===== config.mk =====
export PLATFORM = sky130hd
export DESIGN_NAME = periodic_timer_wheel_unit
export DESIGN_NICKNAME = d
export VERILOG_FILES = /design/src/rtl/ptw_pkg.sv /design/src/rtl/ptw_ram.sv /design/src/rtl/periodic_timer_wheel_unit.sv
export SDC_FILE = /design/constraint.sdc
export NUM_CORES = 2
export LEC_CHECK = 0
export BUFFER_PORTS_ARGS = -buffer_cell sky130_fd_sc_hd__buf_2
export CAP_MARGIN = 5
export CORE_MARGIN = 3
export CORE_UTILIZATION = 25
export DETAILED_ROUTE_END_ITERATION = 12
export HOLD_SLACK_MARGIN = 0.03
export PLACE_DENSITY = 0.35
export SKIP_LAST_GASP = 1
export SYNTH_ARGS = -nofsm -noshare
export SYNTH_HDL_FRONTEND = slang
export SYNTH_HIERARCHICAL = 1
export SYNTH_SLANG_ARGS = --single-unit

===== constraint.sdc =====
create_clock -name aclk -period 8.8 [get_ports aclk]
set_input_delay 0.88 -clock aclk [delete_from_list [all_inputs] [get_ports aclk]]
set_output_delay 0.88 -clock aclk [all_outputs]
set_load 0.1 [all_outputs]

===== src/rtl/ptw_pkg.sv =====
package ptw_pkg;

    // Default sizes of the wheel.
    localparam int WHEEL_SLOTS_DEF = 16;
    localparam int MAX_TIMERS_DEF  = 32;
    localparam int PERIOD_BITS_DEF = 16;

    // Fixed field widths of the request and result channels.
    localparam int ACTION_BITS = 2;
    localparam int ID_BITS     = 5;
    localparam int PERIOD_IN_BITS = 16;
    localparam int KIND_BITS   = 3;

    localparam logic [ACTION_BITS-1:0] ACT_ADD  = 2'd0;
    localparam logic [ACTION_BITS-1:0] ACT_DEL  = 2'd1;
    localparam logic [ACTION_BITS-1:0] ACT_TICK = 2'd2;

    localparam logic [KIND_BITS-1:0] KIND_ADDED    = 3'd0;
    localparam logic [KIND_BITS-1:0] KIND_DELETED  = 3'd1;
    localparam logic [KIND_BITS-1:0] KIND_DEL_MISS = 3'd2;
    localparam logic [KIND_BITS-1:0] KIND_FIRED    = 3'd3;
    localparam logic [KIND_BITS-1:0] KIND_IDLE_TICK = 3'd4;

    typedef enum logic [2:0] {
        ST_IDLE,
        ST_DIV,
        ST_ADD_WR,
        ST_SCAN,
        ST_DRAIN,
        ST_EMIT
    } state_t;

endpackage


===== src/rtl/ptw_ram.sv =====
module ptw_ram #(
    parameter  int WIDTH     = 8,
    parameter  int DEPTH     = 32,
    localparam int ADDR_BITS = (DEPTH > 1) ? $clog2(DEPTH) : 1
) (
    input  logic                 aclk,
    input  logic                 wr_en,
    input  logic [ADDR_BITS-1:0] wr_addr,
    input  logic [WIDTH-1:0]     wr_data,
    input  logic [ADDR_BITS-1:0] rd_addr,
    output logic [WIDTH-1:0]     rd_data
);

    logic [WIDTH-1:0] mem [DEPTH];
    logic [WIDTH-1:0] rd_data_reg;

    always_ff @(posedge aclk) begin
        if (wr_en) begin
            mem[wr_addr] <= wr_data;
        end
        rd_data_reg <= mem[rd_addr];
    end

    assign rd_data = rd_data_reg;

endmodule


===== src/rtl/periodic_timer_wheel_unit.sv =====
// Add: ST_DIV does the reciprocal multiply that gives the round count, then ST_ADD_WR writes
// the entry and registers the result. Delete: result valid in the cycle after the request.
// Tick: ST_SCAN reads every entry of the entry RAM, ST_DRAIN finishes the last write-back, then
// ST_EMIT walks the fired ids, one result each (an idle-tick result if none fired), and waits
// while the output stalls. One request is in work at a time; the next is taken once idle and
// the output register is empty or being read. Synchronous reset.
module periodic_timer_wheel_unit #(
    parameter int WHEEL_SLOTS = ptw_pkg::WHEEL_SLOTS_DEF,
    parameter int MAX_TIMERS  = ptw_pkg::MAX_TIMERS_DEF,
    parameter int PERIOD_BITS = ptw_pkg::PERIOD_BITS_DEF
) (
    input  logic                                aclk,
    input  logic                                aresetn,

    input  logic                                s_valid,
    output logic                                s_ready,
    input  logic [ptw_pkg::ACTION_BITS-1:0]     s_action,
    input  logic [ptw_pkg::ID_BITS-1:0]         s_timer_id,
    input  logic [ptw_pkg::PERIOD_IN_BITS-1:0]  s_period,

    output logic                                m_valid,
    input  logic                                m_ready,
    output logic [ptw_pkg::KIND_BITS-1:0]       m_kind,
    output logic [ptw_pkg::ID_BITS-1:0]         m_timer_id_res,
    output logic                                m_last
);

    localparam int SLOT_BITS  = $clog2(WHEEL_SLOTS);
    localparam int FLOOR_LOG  = $clog2(WHEEL_SLOTS + 1) - 1;
    localparam int ROUND_BITS = (PERIOD_BITS > FLOOR_LOG) ? PERIOD_BITS - FLOOR_LOG : 1;
    localparam int IDX_BITS   = (MAX_TIMERS > 1) ? $clog2(MAX_TIMERS) : 1;

    // Scaled reciprocal of the slot count; exact for every dividend below 2**PERIOD_BITS.
    localparam int RECIP_SHIFT = PERIOD_BITS + SLOT_BITS;
    localparam int RECIP_BITS  = PERIOD_BITS + 2;
    localparam int PROD_BITS   = PERIOD_BITS + RECIP_BITS;
    localparam logic [RECIP_BITS-1:0] RECIP = RECIP_BITS'(
        ((64'd1 << RECIP_SHIFT) + 64'(WHEEL_SLOTS) - 64'd1) / 64'(WHEEL_SLOTS));

    localparam logic [SLOT_BITS:0]    SLOTS_W   = (SLOT_BITS + 1)'(WHEEL_SLOTS);
    localparam logic [SLOT_BITS-1:0]  SLOT_TOP  = SLOT_BITS'(WHEEL_SLOTS - 1);
    localparam logic [IDX_BITS-1:0]   IDX_TOP   = IDX_BITS'(MAX_TIMERS - 1);
    localparam logic [MAX_TIMERS-1:0] TIMER_ONE = MAX_TIMERS'(1);

    // offset is period mod slots; reload is the round count used on every re-arm.
    typedef struct packed {
        logic [SLOT_BITS-1:0]  offset;
        logic [ROUND_BITS-1:0] reload;
        logic [ROUND_BITS-1:0] rounds;
        logic [SLOT_BITS-1:0]  slot;
    } entry_t;

    localparam int ENTRY_BITS = $bits(entry_t);

    ptw_pkg::state_t state_reg, state_next;

    logic [MAX_TIMERS-1:0]          valid_reg, valid_next;
    logic [SLOT_BITS-1:0]           pos_reg, pos_next;
    logic [ptw_pkg::ID_BITS-1:0]    id_reg, id_next;
    logic [PERIOD_BITS-1:0]         div_x_reg, div_x_next;
    logic [ROUND_BITS-1:0]          div_q_reg, div_q_next;
    logic [IDX_BITS-1:0]            rd_idx_reg, rd_idx_next;
    logic                           pipe_vld_reg, pipe_vld_next;
    logic [IDX_BITS-1:0]            pipe_idx_reg, pipe_idx_next;
    logic [MAX_TIMERS-1:0]          fired_reg, fired_next;
    logic [IDX_BITS-1:0]            emit_idx_reg, emit_idx_next;

    logic                           m_valid_reg, m_valid_next;
    logic [ptw_pkg::KIND_BITS-1:0]  m_kind_reg, m_kind_next;
    logic [ptw_pkg::ID_BITS-1:0]    m_id_reg, m_id_next;
    logic                           m_last_reg, m_last_next;

    logic                  wr_en;
    logic [IDX_BITS-1:0]   wr_addr;
    entry_t                wr_entry;
    entry_t                rd_entry;
    logic [ENTRY_BITS-1:0] rd_word;

    logic                  out_free;
    logic                  accept;
    logic                  id_ok;
    logic [PERIOD_BITS-1:0] p_in;
    logic [PROD_BITS-1:0]  div_prod;
    logic [SLOT_BITS-1:0]  div_rem;
    logic [SLOT_BITS-1:0]  add_offset;
    logic                  hit;
    logic [MAX_TIMERS-1:0] fired_rest;
    logic                  emit_last;

    // Wraps position plus an offset (both below the slot count) back into the wheel.
    function automatic logic [SLOT_BITS-1:0] slot_after(
        input logic [SLOT_BITS-1:0] pos,
        input logic [SLOT_BITS-1:0] off
    );
        logic [SLOT_BITS:0] sum;
        sum = {1'b0, pos} + {1'b0, off};
        if (sum >= SLOTS_W) begin
            sum = sum - SLOTS_W;
        end
        return sum[SLOT_BITS-1:0];
    endfunction

    ptw_ram #(
        .WIDTH (ENTRY_BITS),
        .DEPTH (MAX_TIMERS)
    ) u_entry_ram (
        .aclk    (aclk),
        .wr_en   (wr_en),
        .wr_addr (wr_addr),
        .wr_data (wr_entry),
        .rd_addr (rd_idx_reg),
        .rd_data (rd_word)
    );

    assign rd_entry = entry_t'(rd_word);

    assign out_free = !m_valid_reg || m_ready;
    assign s_ready  = (state_reg == ptw_pkg::ST_IDLE) && out_free;
    assign accept   = s_valid && s_ready;
    assign id_ok    = 32'(s_timer_id) < MAX_TIMERS;
    assign p_in     = PERIOD_BITS'(s_period);

    // (period - 1) / slots by reciprocal multiplication; the remainder only needs the low bits.
    assign div_prod   = PROD_BITS'(div_x_reg) * PROD_BITS'(RECIP);
    assign div_rem    = SLOT_BITS'(div_x_reg) - SLOT_BITS'(div_q_reg) * SLOT_BITS'(WHEEL_SLOTS);
    assign add_offset = (div_rem == SLOT_TOP) ? '0 : div_rem + SLOT_BITS'(1);

    assign hit = pipe_vld_reg && valid_reg[pipe_idx_reg] && (rd_entry.slot == pos_reg);

    assign fired_rest = fired_reg & ~(TIMER_ONE << emit_idx_reg);
    assign emit_last  = (fired_rest == '0);

    // Next state.
    always_comb begin
        state_next = state_reg;
        unique case (state_reg)
            ptw_pkg::ST_IDLE: begin
                if (accept) begin
                    if (s_action == ptw_pkg::ACT_ADD && id_ok) begin
                        state_next = ptw_pkg::ST_DIV;
                    end else if (s_action == ptw_pkg::ACT_TICK) begin
                        state_next = ptw_pkg::ST_SCAN;
                    end
                end
            end
            ptw_pkg::ST_DIV: begin
                state_next = ptw_pkg::ST_ADD_WR;
            end
            ptw_pkg::ST_ADD_WR: begin
                state_next = ptw_pkg::ST_IDLE;
            end
            ptw_pkg::ST_SCAN: begin
                if (rd_idx_reg == IDX_TOP) begin
                    state_next = ptw_pkg::ST_DRAIN;
                end
            end
            ptw_pkg::ST_DRAIN: begin
                state_next = ptw_pkg::ST_EMIT;
            end
            ptw_pkg::ST_EMIT: begin
                if (fired_reg == '0) begin
                    if (out_free) begin
                        state_next = ptw_pkg::ST_IDLE;
                    end
                end else if (fired_reg[emit_idx_reg] && out_free && emit_last) begin
                    state_next = ptw_pkg::ST_IDLE;
                end
            end
            default: begin
                state_next = ptw_pkg::ST_IDLE;
            end
        endcase
    end

    // Datapath and outputs.
    always_comb begin
        valid_next    = valid_reg;
        pos_next      = pos_reg;
        id_next       = id_reg;
        div_x_next    = div_x_reg;
        div_q_next    = div_q_reg;
        rd_idx_next   = rd_idx_reg;
        pipe_vld_next = 1'b0;
        pipe_idx_next = rd_idx_reg;
        fired_next    = fired_reg;
        emit_idx_next = emit_idx_reg;
        m_valid_next  = m_valid_reg && !m_ready;
        m_kind_next   = m_kind_reg;
        m_id_next     = m_id_reg;
        m_last_next   = m_last_reg;
        wr_en         = 1'b0;
        wr_addr       = pipe_idx_reg;
        wr_entry      = rd_entry;

        unique case (state_reg)
            ptw_pkg::ST_IDLE: begin
                if (accept) begin
                    unique case (s_action)
                        ptw_pkg::ACT_ADD: begin
                            id_next    = s_timer_id;
                            div_x_next = (p_in == '0) ? '0 : p_in - PERIOD_BITS'(1);
                        end
                        ptw_pkg::ACT_DEL: begin
                            m_valid_next = 1'b1;
                            m_id_next    = s_timer_id;
                            m_last_next  = 1'b1;
                            if (id_ok && valid_reg[IDX_BITS'(s_timer_id)]) begin
                                valid_next[IDX_BITS'(s_timer_id)] = 1'b0;
                                m_kind_next = ptw_pkg::KIND_DELETED;
                            end else begin
                                m_kind_next = ptw_pkg::KIND_DEL_MISS;
                            end
                        end
                        ptw_pkg::ACT_TICK: begin
                            pos_next      = (pos_reg == SLOT_TOP) ? '0 : pos_reg + SLOT_BITS'(1);
                            rd_idx_next   = '0;
                            emit_idx_next = '0;
                            fired_next    = '0;
                        end
                        default: begin
                        end
                    endcase
                end
            end
            ptw_pkg::ST_DIV: begin
                div_q_next = div_prod[RECIP_SHIFT +: ROUND_BITS];
            end
            ptw_pkg::ST_ADD_WR: begin
                wr_en           = 1'b1;
                wr_addr         = IDX_BITS'(id_reg);
                wr_entry.offset = add_offset;
                wr_entry.reload = div_q_reg;
                wr_entry.rounds = div_q_reg;
                wr_entry.slot   = slot_after(pos_reg, add_offset);
                valid_next[IDX_BITS'(id_reg)] = 1'b1;
                m_valid_next = 1'b1;
                m_kind_next  = ptw_pkg::KIND_ADDED;
                m_id_next    = id_reg;
                m_last_next  = 1'b1;
            end
            ptw_pkg::ST_SCAN: begin
                pipe_vld_next = 1'b1;
                rd_idx_next   = rd_idx_reg + IDX_BITS'(1);
            end
            ptw_pkg::ST_DRAIN: begin
            end
            ptw_pkg::ST_EMIT: begin
                if (fired_reg == '0) begin
                    if (out_free) begin
                        m_valid_next = 1'b1;
                        m_kind_next  = ptw_pkg::KIND_IDLE_TICK;
                        m_id_next    = '0;
                        m_last_next  = 1'b1;
                    end
                end else if (fired_reg[emit_idx_reg]) begin
                    if (out_free) begin
                        m_valid_next  = 1'b1;
                        m_kind_next   = ptw_pkg::KIND_FIRED;
                        m_id_next     = ptw_pkg::ID_BITS'(emit_idx_reg);
                        m_last_next   = emit_last;
                        fired_next    = fired_rest;
                        emit_idx_next = emit_idx_reg + IDX_BITS'(1);
                    end
                end else begin
                    emit_idx_next = emit_idx_reg + IDX_BITS'(1);
                end
            end
            default: begin
            end
        endcase

        // Write-back stage of the scan: the entry read last cycle is due or counts down.
        if (hit) begin
            wr_en   = 1'b1;
            wr_addr = pipe_idx_reg;
            if (rd_entry.rounds == '0) begin
                wr_entry.rounds = rd_entry.reload;
                wr_entry.slot   = slot_after(pos_reg, rd_entry.offset);
                fired_next[pipe_idx_reg] = 1'b1;
            end else begin
                wr_entry.rounds = rd_entry.rounds - ROUND_BITS'(1);
            end
        end
    end

    always_ff @(posedge aclk) begin
        if (!aresetn) begin
            state_reg    <= ptw_pkg::ST_IDLE;
            valid_reg    <= '0;
            pos_reg      <= '0;
            pipe_vld_reg <= 1'b0;
            m_valid_reg  <= 1'b0;
        end else begin
            state_reg    <= state_next;
            valid_reg    <= valid_next;
            pos_reg      <= pos_next;
            pipe_vld_reg <= pipe_vld_next;
            m_valid_reg  <= m_valid_next;
        end
    end

    always_ff @(posedge aclk) begin
        id_reg       <= id_next;
        div_x_reg    <= div_x_next;
        div_q_reg    <= div_q_next;
        rd_idx_reg   <= rd_idx_next;
        pipe_idx_reg <= pipe_idx_next;
        fired_reg    <= fired_next;
        emit_idx_reg <= emit_idx_next;
        m_kind_reg   <= m_kind_next;
        m_id_reg     <= m_id_next;
        m_last_reg   <= m_last_next;
    end

    assign m_valid        = m_valid_reg;
    assign m_kind         = m_kind_reg;
    assign m_timer_id_res = m_id_reg;
    assign m_last         = m_last_reg;

endmodule

After elaboration in Yosys (flattened, before gate mapping)
Memory sizes are Yosys's and may differ from the RTL's. A register that Yosys moved wholly into a read port is not among the register bits.
Cells that the tools add are included.

cells by class
  shift operators = 1
  add/sub/neg operators = 10
  equality and inequality tests = 22
  muxes and demuxes = 82
  magnitude comparators = 9
  reductions and logical operators = 30
  bitwise operators = 6

operators with widths
  kind                                                  count
  two-way mux 32 bit                                    11
  case mux 32 bit (2 select lines)                      2
  two-way mux 5 bit                                     13
  bitwise AND 32 bit                                    2
  logical NOT 32 bit                                    2
  inverter 32 bit                                       2
  bitwise OR 32 bit                                     2
  two-way mux 3 bit                                     13
  << shifter 1 x 5 -> 32 bit (first input constant)     1
  < comparator 5 x 6 -> 1 bit (second input constant)   4
  two-way mux 1 bit                                     22
  two-way mux 4 bit                                     5
  case mux 5 bit (2 select lines)                       2
  logical NOT 16 bit                                    1
  two-way mux 16 bit                                    1
  subtractor 16 x 1 -> 16 bit (second input constant)   1
  binary-select mux 1 bit (select 5 bit)                3
  demux 1 bit (select 5 bit)                            3
  >= comparator 5 x 1 -> 1 bit (second input constant)  3
  case mux 3 bit (5 select lines)                       1
  case mux 5 bit (3 select lines)                       1
  logical NOT 12 bit                                    1
  two-way mux 12 bit                                    1
  != test 3 bit (second input constant)                 4
  other kinds (31)                                      59

storage, ports and cells
  memories kept = 1
  bits in writable memories = 1024
  bits of input ports = 27
  output and inout bits = 11
  flip-flop bits (word level) = 130
  logic and storage cells = 176

memories
  memory           words  width  rd ports  clocked after Yosys merged registers in  wr ports  line           text
  u_entry_ram.mem  32     32     1         1                                        1         ptw_ram.sv:14  logic [WIDTH-1:0] mem [DEPTH];

Longest topological paths before layout
  word-level depth = 10
  depth in mapped cells = 12

Hierarchy
Netlist, hierarchy kept.

by module, submodules not included
  module                     area an instance (um^2)  instances  cells an instance
  ptw_ram                    40492.6                  1          2260
  periodic_timer_wheel_unit  8082.8                   1          899

Worst setup path before layout
Ideal clock, no wire load.

  path type = register to register
  from = register pipe_idx_reg[0]
  to = memory u_entry_ram/mem[12][0] (netlist name) (enable)
  data required time = 8.379 ns
  setup slack = 4.030 ns
  arrival time = 4.349 ns
  path buffers = 4
  cell stages (with the launch flop) = 13
  library setup time = 0.421 ns
  cells stage by stage = dfxtp_1 buf_6 mux4_2 a32oi_1 and4_4 or2_2 buf_4 and2_1 buf_6 mux2_2 or3b_2 clkbuf_1 nor2_1

RTL lines
  item                                     line                              text
  start: declaration                       periodic_timer_wheel_unit.sv:64   logic [IDX_BITS-1:0] pipe_idx_reg, pipe_idx_next;
  start signal: assignment                 periodic_timer_wheel_unit.sv:307  pipe_idx_reg <= pipe_idx_next;
  binary-select mux 1 bit (select 5 bit)   periodic_timer_wheel_unit.sv:128  assign hit = pipe_vld_reg && valid_reg[pipe_idx_reg] && (rd_entry.slot == pos_reg);
  two-way mux 1 bit (not written as such)  periodic_timer_wheel_unit.sv:128
  logical AND 1 bit (2 in a row)           periodic_timer_wheel_unit.sv:128
  two-way mux 5 bit                        periodic_timer_wheel_unit.sv:273  if (hit) begin
  net wr_addr[1]                           periodic_timer_wheel_unit.sv:74   logic [IDX_BITS-1:0] wr_addr;
  end: declaration                         ptw_ram.sv:14

The timed path passes the listed nets, and every way through them passes these cells. The select of a mux whose other input is x is not followed.

Worst setup path after layout
  from = register pipe_idx_reg[0]
  to = memory u_entry_ram/mem[16][20] (netlist name) (enable)

The elaborated chain is that of the path after synthesis.

==> flow_summary.json <==
{
  "status": "completed",
  "synth_compound_area_share_pct": 7.034,
  "final_cells": 5850,
  "cp_top_family": "simple AND/OR/NAND/NOR gates",
  "synth_edf_count": 1076,
  "die_h_um": 446.8,
  "path_buf_inv": 0,
  "grt_use_total_pct": 15.64,
  "cts-root-buf": "clkbuf_16",
  "die_x_um": 446.8,
  "grt_max_degree": 129,
  "coreArea_um2": 192800,
  "synth.area.top_cells": "edfxtp_1 (67%), mux2i_1 (11%), dfxtp_1 (4.5%), a21oi_1 (1.6%), nand2_1 (1.6%)",
  "r2r-end": "u_entry_ram/mem[16][20]",
  "synth_xor_area_share_pct": 0.5409,
  "setup-tns-final_ns": 0,
  "grt_pass1_wl_um": 221700,
  "avgSynthCellArea_um2": 15.38,
  "internal-power_mw": 10.04,
  "slowest_stage": "nor2_4",
  "clockPowerShare_pct": 41.9,
  "hold-path-endpoint": "div_q_reg[10]",
  "synth.net_count": 3206,
  "min_period_ns": 5.878,
  "start_util_pct": 25.20,
  "fmax_mhz": 170.1,
  "ys_ff_latch": 1186,
  "hold_depth": 0,
  "synth_top_family_by_area": "multiplexers",
  "io_pins": 38,
  "ant_nets": 0,
  "cts_setup_buffers": 0,
  "ff2ff_path_depth": 8,
  "tightest_slew_ns": 1.316,
  "p_sw_mw": 3.471,
  "seq_power_share_pct": 48.5,
  "crit_chain": "mux4_1 -> a32oi_1 -> and4_4 -> or2_2 -> and2_1 -> mux2_2 -> or3b_2 -> nor2_4",
  "setup_viol": 0,
  "reg2reg_slack_ns": 2.92,
  "synthCells": 3159,
  "cts_buffers": 146,
  "routed_wl_um": 157700,
  "yosys.area.top_type_share_pct": 66.52,
  "power_density_nw_per_um2": 239.4,
  "async_flop_share_pct": 0,
  "h-tree-depth": 4,
  "hp-class": "reg -> reg",
  "relSlewSlack_pct": 12.27,
  "met1_usage_pct": 20.81,
  "synth.top_cells.by_count": "edfxtp_1 (1076), mux2i_1 (520), nand2_1 (205)",
  "grt_util_met3_pct": 2.333,
  "cts_hold_buf": 0,
  "netSwitchingFraction_pct": 25.69,
  "hpwl_um": 97680,
  "firstDrtPassIters": 5,
  "fin_crit_sh_pct": 66.79,
  "worst_path_largest_cell_delay_ns": 1.05,
  "p_leak_nw": 18.93,
  "yosysWarnings": 6,
  "crit_type": "reg -> reg",
  "gp_congestion": 0.8235,
  "port_buffers": 37,
  "ys_types": 78,
  "grt_setup_unrepaired": "no",
  "top_usage_layer": "met2",
  "synth_top_area_cell": "edfxtp_1",
  "via_per_inst": 4.751,
  "largest_register": "u_entry_ram/mem",
  "drv_slew": 0,
  "nets": 3263,
  "clock_latency_ns": 0.78,
  "start_kind": "flip-flop",
  "clkTransAtPathRegs_ns": 0.05,
  "gr-total-overflow": 0,
  "wl_per_cell_um": 26.96,
  "placementRows": 161,
  "worstPathArrival_ns": 6.25,
  "combPwrFrac_pct": 9.6,
  "vdd_drop_max_mv": 0.1470,
  "maxCapViolations": 0,
  "met2_usage_pct": 26.55,
  "synth_ff_type": "edfxtp_1",
  "synth_area_um2": 48580,
  "grt_pass1_vias": 28350,
  "syn_to_final_growth_pct": 16.21,
  "r2r-start": "pipe_idx_reg[0]",
  "largest_register_ffs": 1024,
  "cts_tree": "built",
  "hp-start": "div_x_reg[14]",
  "skew_ns": 0.03233,
  "post-place-cells": 5591,
  "synth_mux_area_share_pct": 12.14,
  "drive_above_1_share_pct": 12.61,
  "cts.sinks": 1186,
  "clk_path_buf_depth": 3,
  "via_count": 27790,
  "path_max_fanout": 32,
  "drt_iter0_drc": 2365,
  "ys_seq_area_share_pct": 71.05,
  "worst_setup_path_end_kind": "flip-flop",
  "finalHoldViolCount": 0,
  "antenna_found_initial": 5,
  "synth.most_common_cell": "edfxtp_1",
  "cts_resized": 0,
  "p_total_mw": 13.51,
  "synth-adder-area-share_pct": 0.5461,
  "synthSimpleGateAreaFrac_pct": 6.396,
  "drc": 0,
  "cp.required_ns": 9.17,
  "die_area_um2": 199600
}
-- layout make-up --
type,instances,area (um^2)
timing repair buffer,95,778.2
multi-input combinational,1764,13400
clock inverter,62,539.3
clock buffer,192,3961
tap,2526,3161
antenna,2,5.005
inverter,23,86.33
fill,18990,136300
sequential,1186,34510
-- kinds of logic (layout without fill, tap and decap cells) --
kind of cell,Yosys count,count (layout)
xor gates and xnor gates,30,30
adders and majority gates,20,20
muxes,555,555
DFF,1186,1186
and+or+nand+nor,637,637
buffers and inverters,209,372
other,0,2
AOI/OAI and AO/OA,522,522
-- power by group through the flow --
stage	combinational, mW	sequential [mW]	clock [mW]
6_report	1.29	6.56	5.66
4_1_cts	1.33	6.56	5.86
3_3_place_gp	1.32	6.67	0
2_1_floorplan	0.637	6.66	0
5_1_grt	1.38	6.56	6.09
3_5_place_dp	1.33	6.67	0
-- worst register-to-register path, stage by stage, from the launching register on --
cell and delay [ns]:
dfxtp_1 0.85, mux4_1 0.64, a32oi_1 0.23, and4_4 0.30
or2_2 0.58, and2_1 0.56, mux2_2 0.45, or3b_2 0.76
nor2_4 1.06
-- through the flow --
stage                     util, %  hold slack, ns  cell area (um^2)  worst slack (ns)
final                       29.28          0.4230             56450             2.922
after global placement      26.88          0.4044             51810             2.780
after CTS                   29.24          0.3534             56380             2.768
after detailed placement    26.91          0.4135             51870             2.786
after floorplan                 -          0.4003             48580             4.030
after global routing        29.28          0.3974             56450             2.632
-- cells in the final DEF (no fill, tap or decap), drive strengths merged, types with 20 or more instances in the layout --
master	netlist	layout
o21ai	88	88
a22oi	101	101
a21oi	156	156
inv	22	34
clkinv	1	47
nor2	117	117
a31oi	35	35
nand2	205	205
dfxtp	110	110
nor4	20	20
clkbuf	85	192
o311ai	20	20
nand3	122	122
mux4	26	26
buf	101	95
a22o	66	66
nor3	61	61
mux2i	520	520
edfxtp	1076	1076
-- worst max-delay path by stage --
stage	from	to	cells after the start
after floorplan	pipe_idx_reg[0]	u_entry_ram/mem[12][0]	12
after global placement	pipe_idx_reg[0]	u_entry_ram/mem[20][16]	8
after detailed placement	pipe_idx_reg[0]	u_entry_ram/mem[8][8]	8
after CTS	pipe_idx_reg[0]	u_entry_ram/mem[8][20]	8
after global routing	pipe_idx_reg[0]	u_entry_ram/mem[16][20]	8
final	pipe_idx_reg[0]	u_entry_ram/mem[16][20]	8
-- routing by layer --
layer	share of wire, %	up-vias
met4	2.1	0
met5	0	-
met2	49	770
met1	45	14360
li1	-	12470
met3	4.4	197
(Power assumes the default switching activity.)
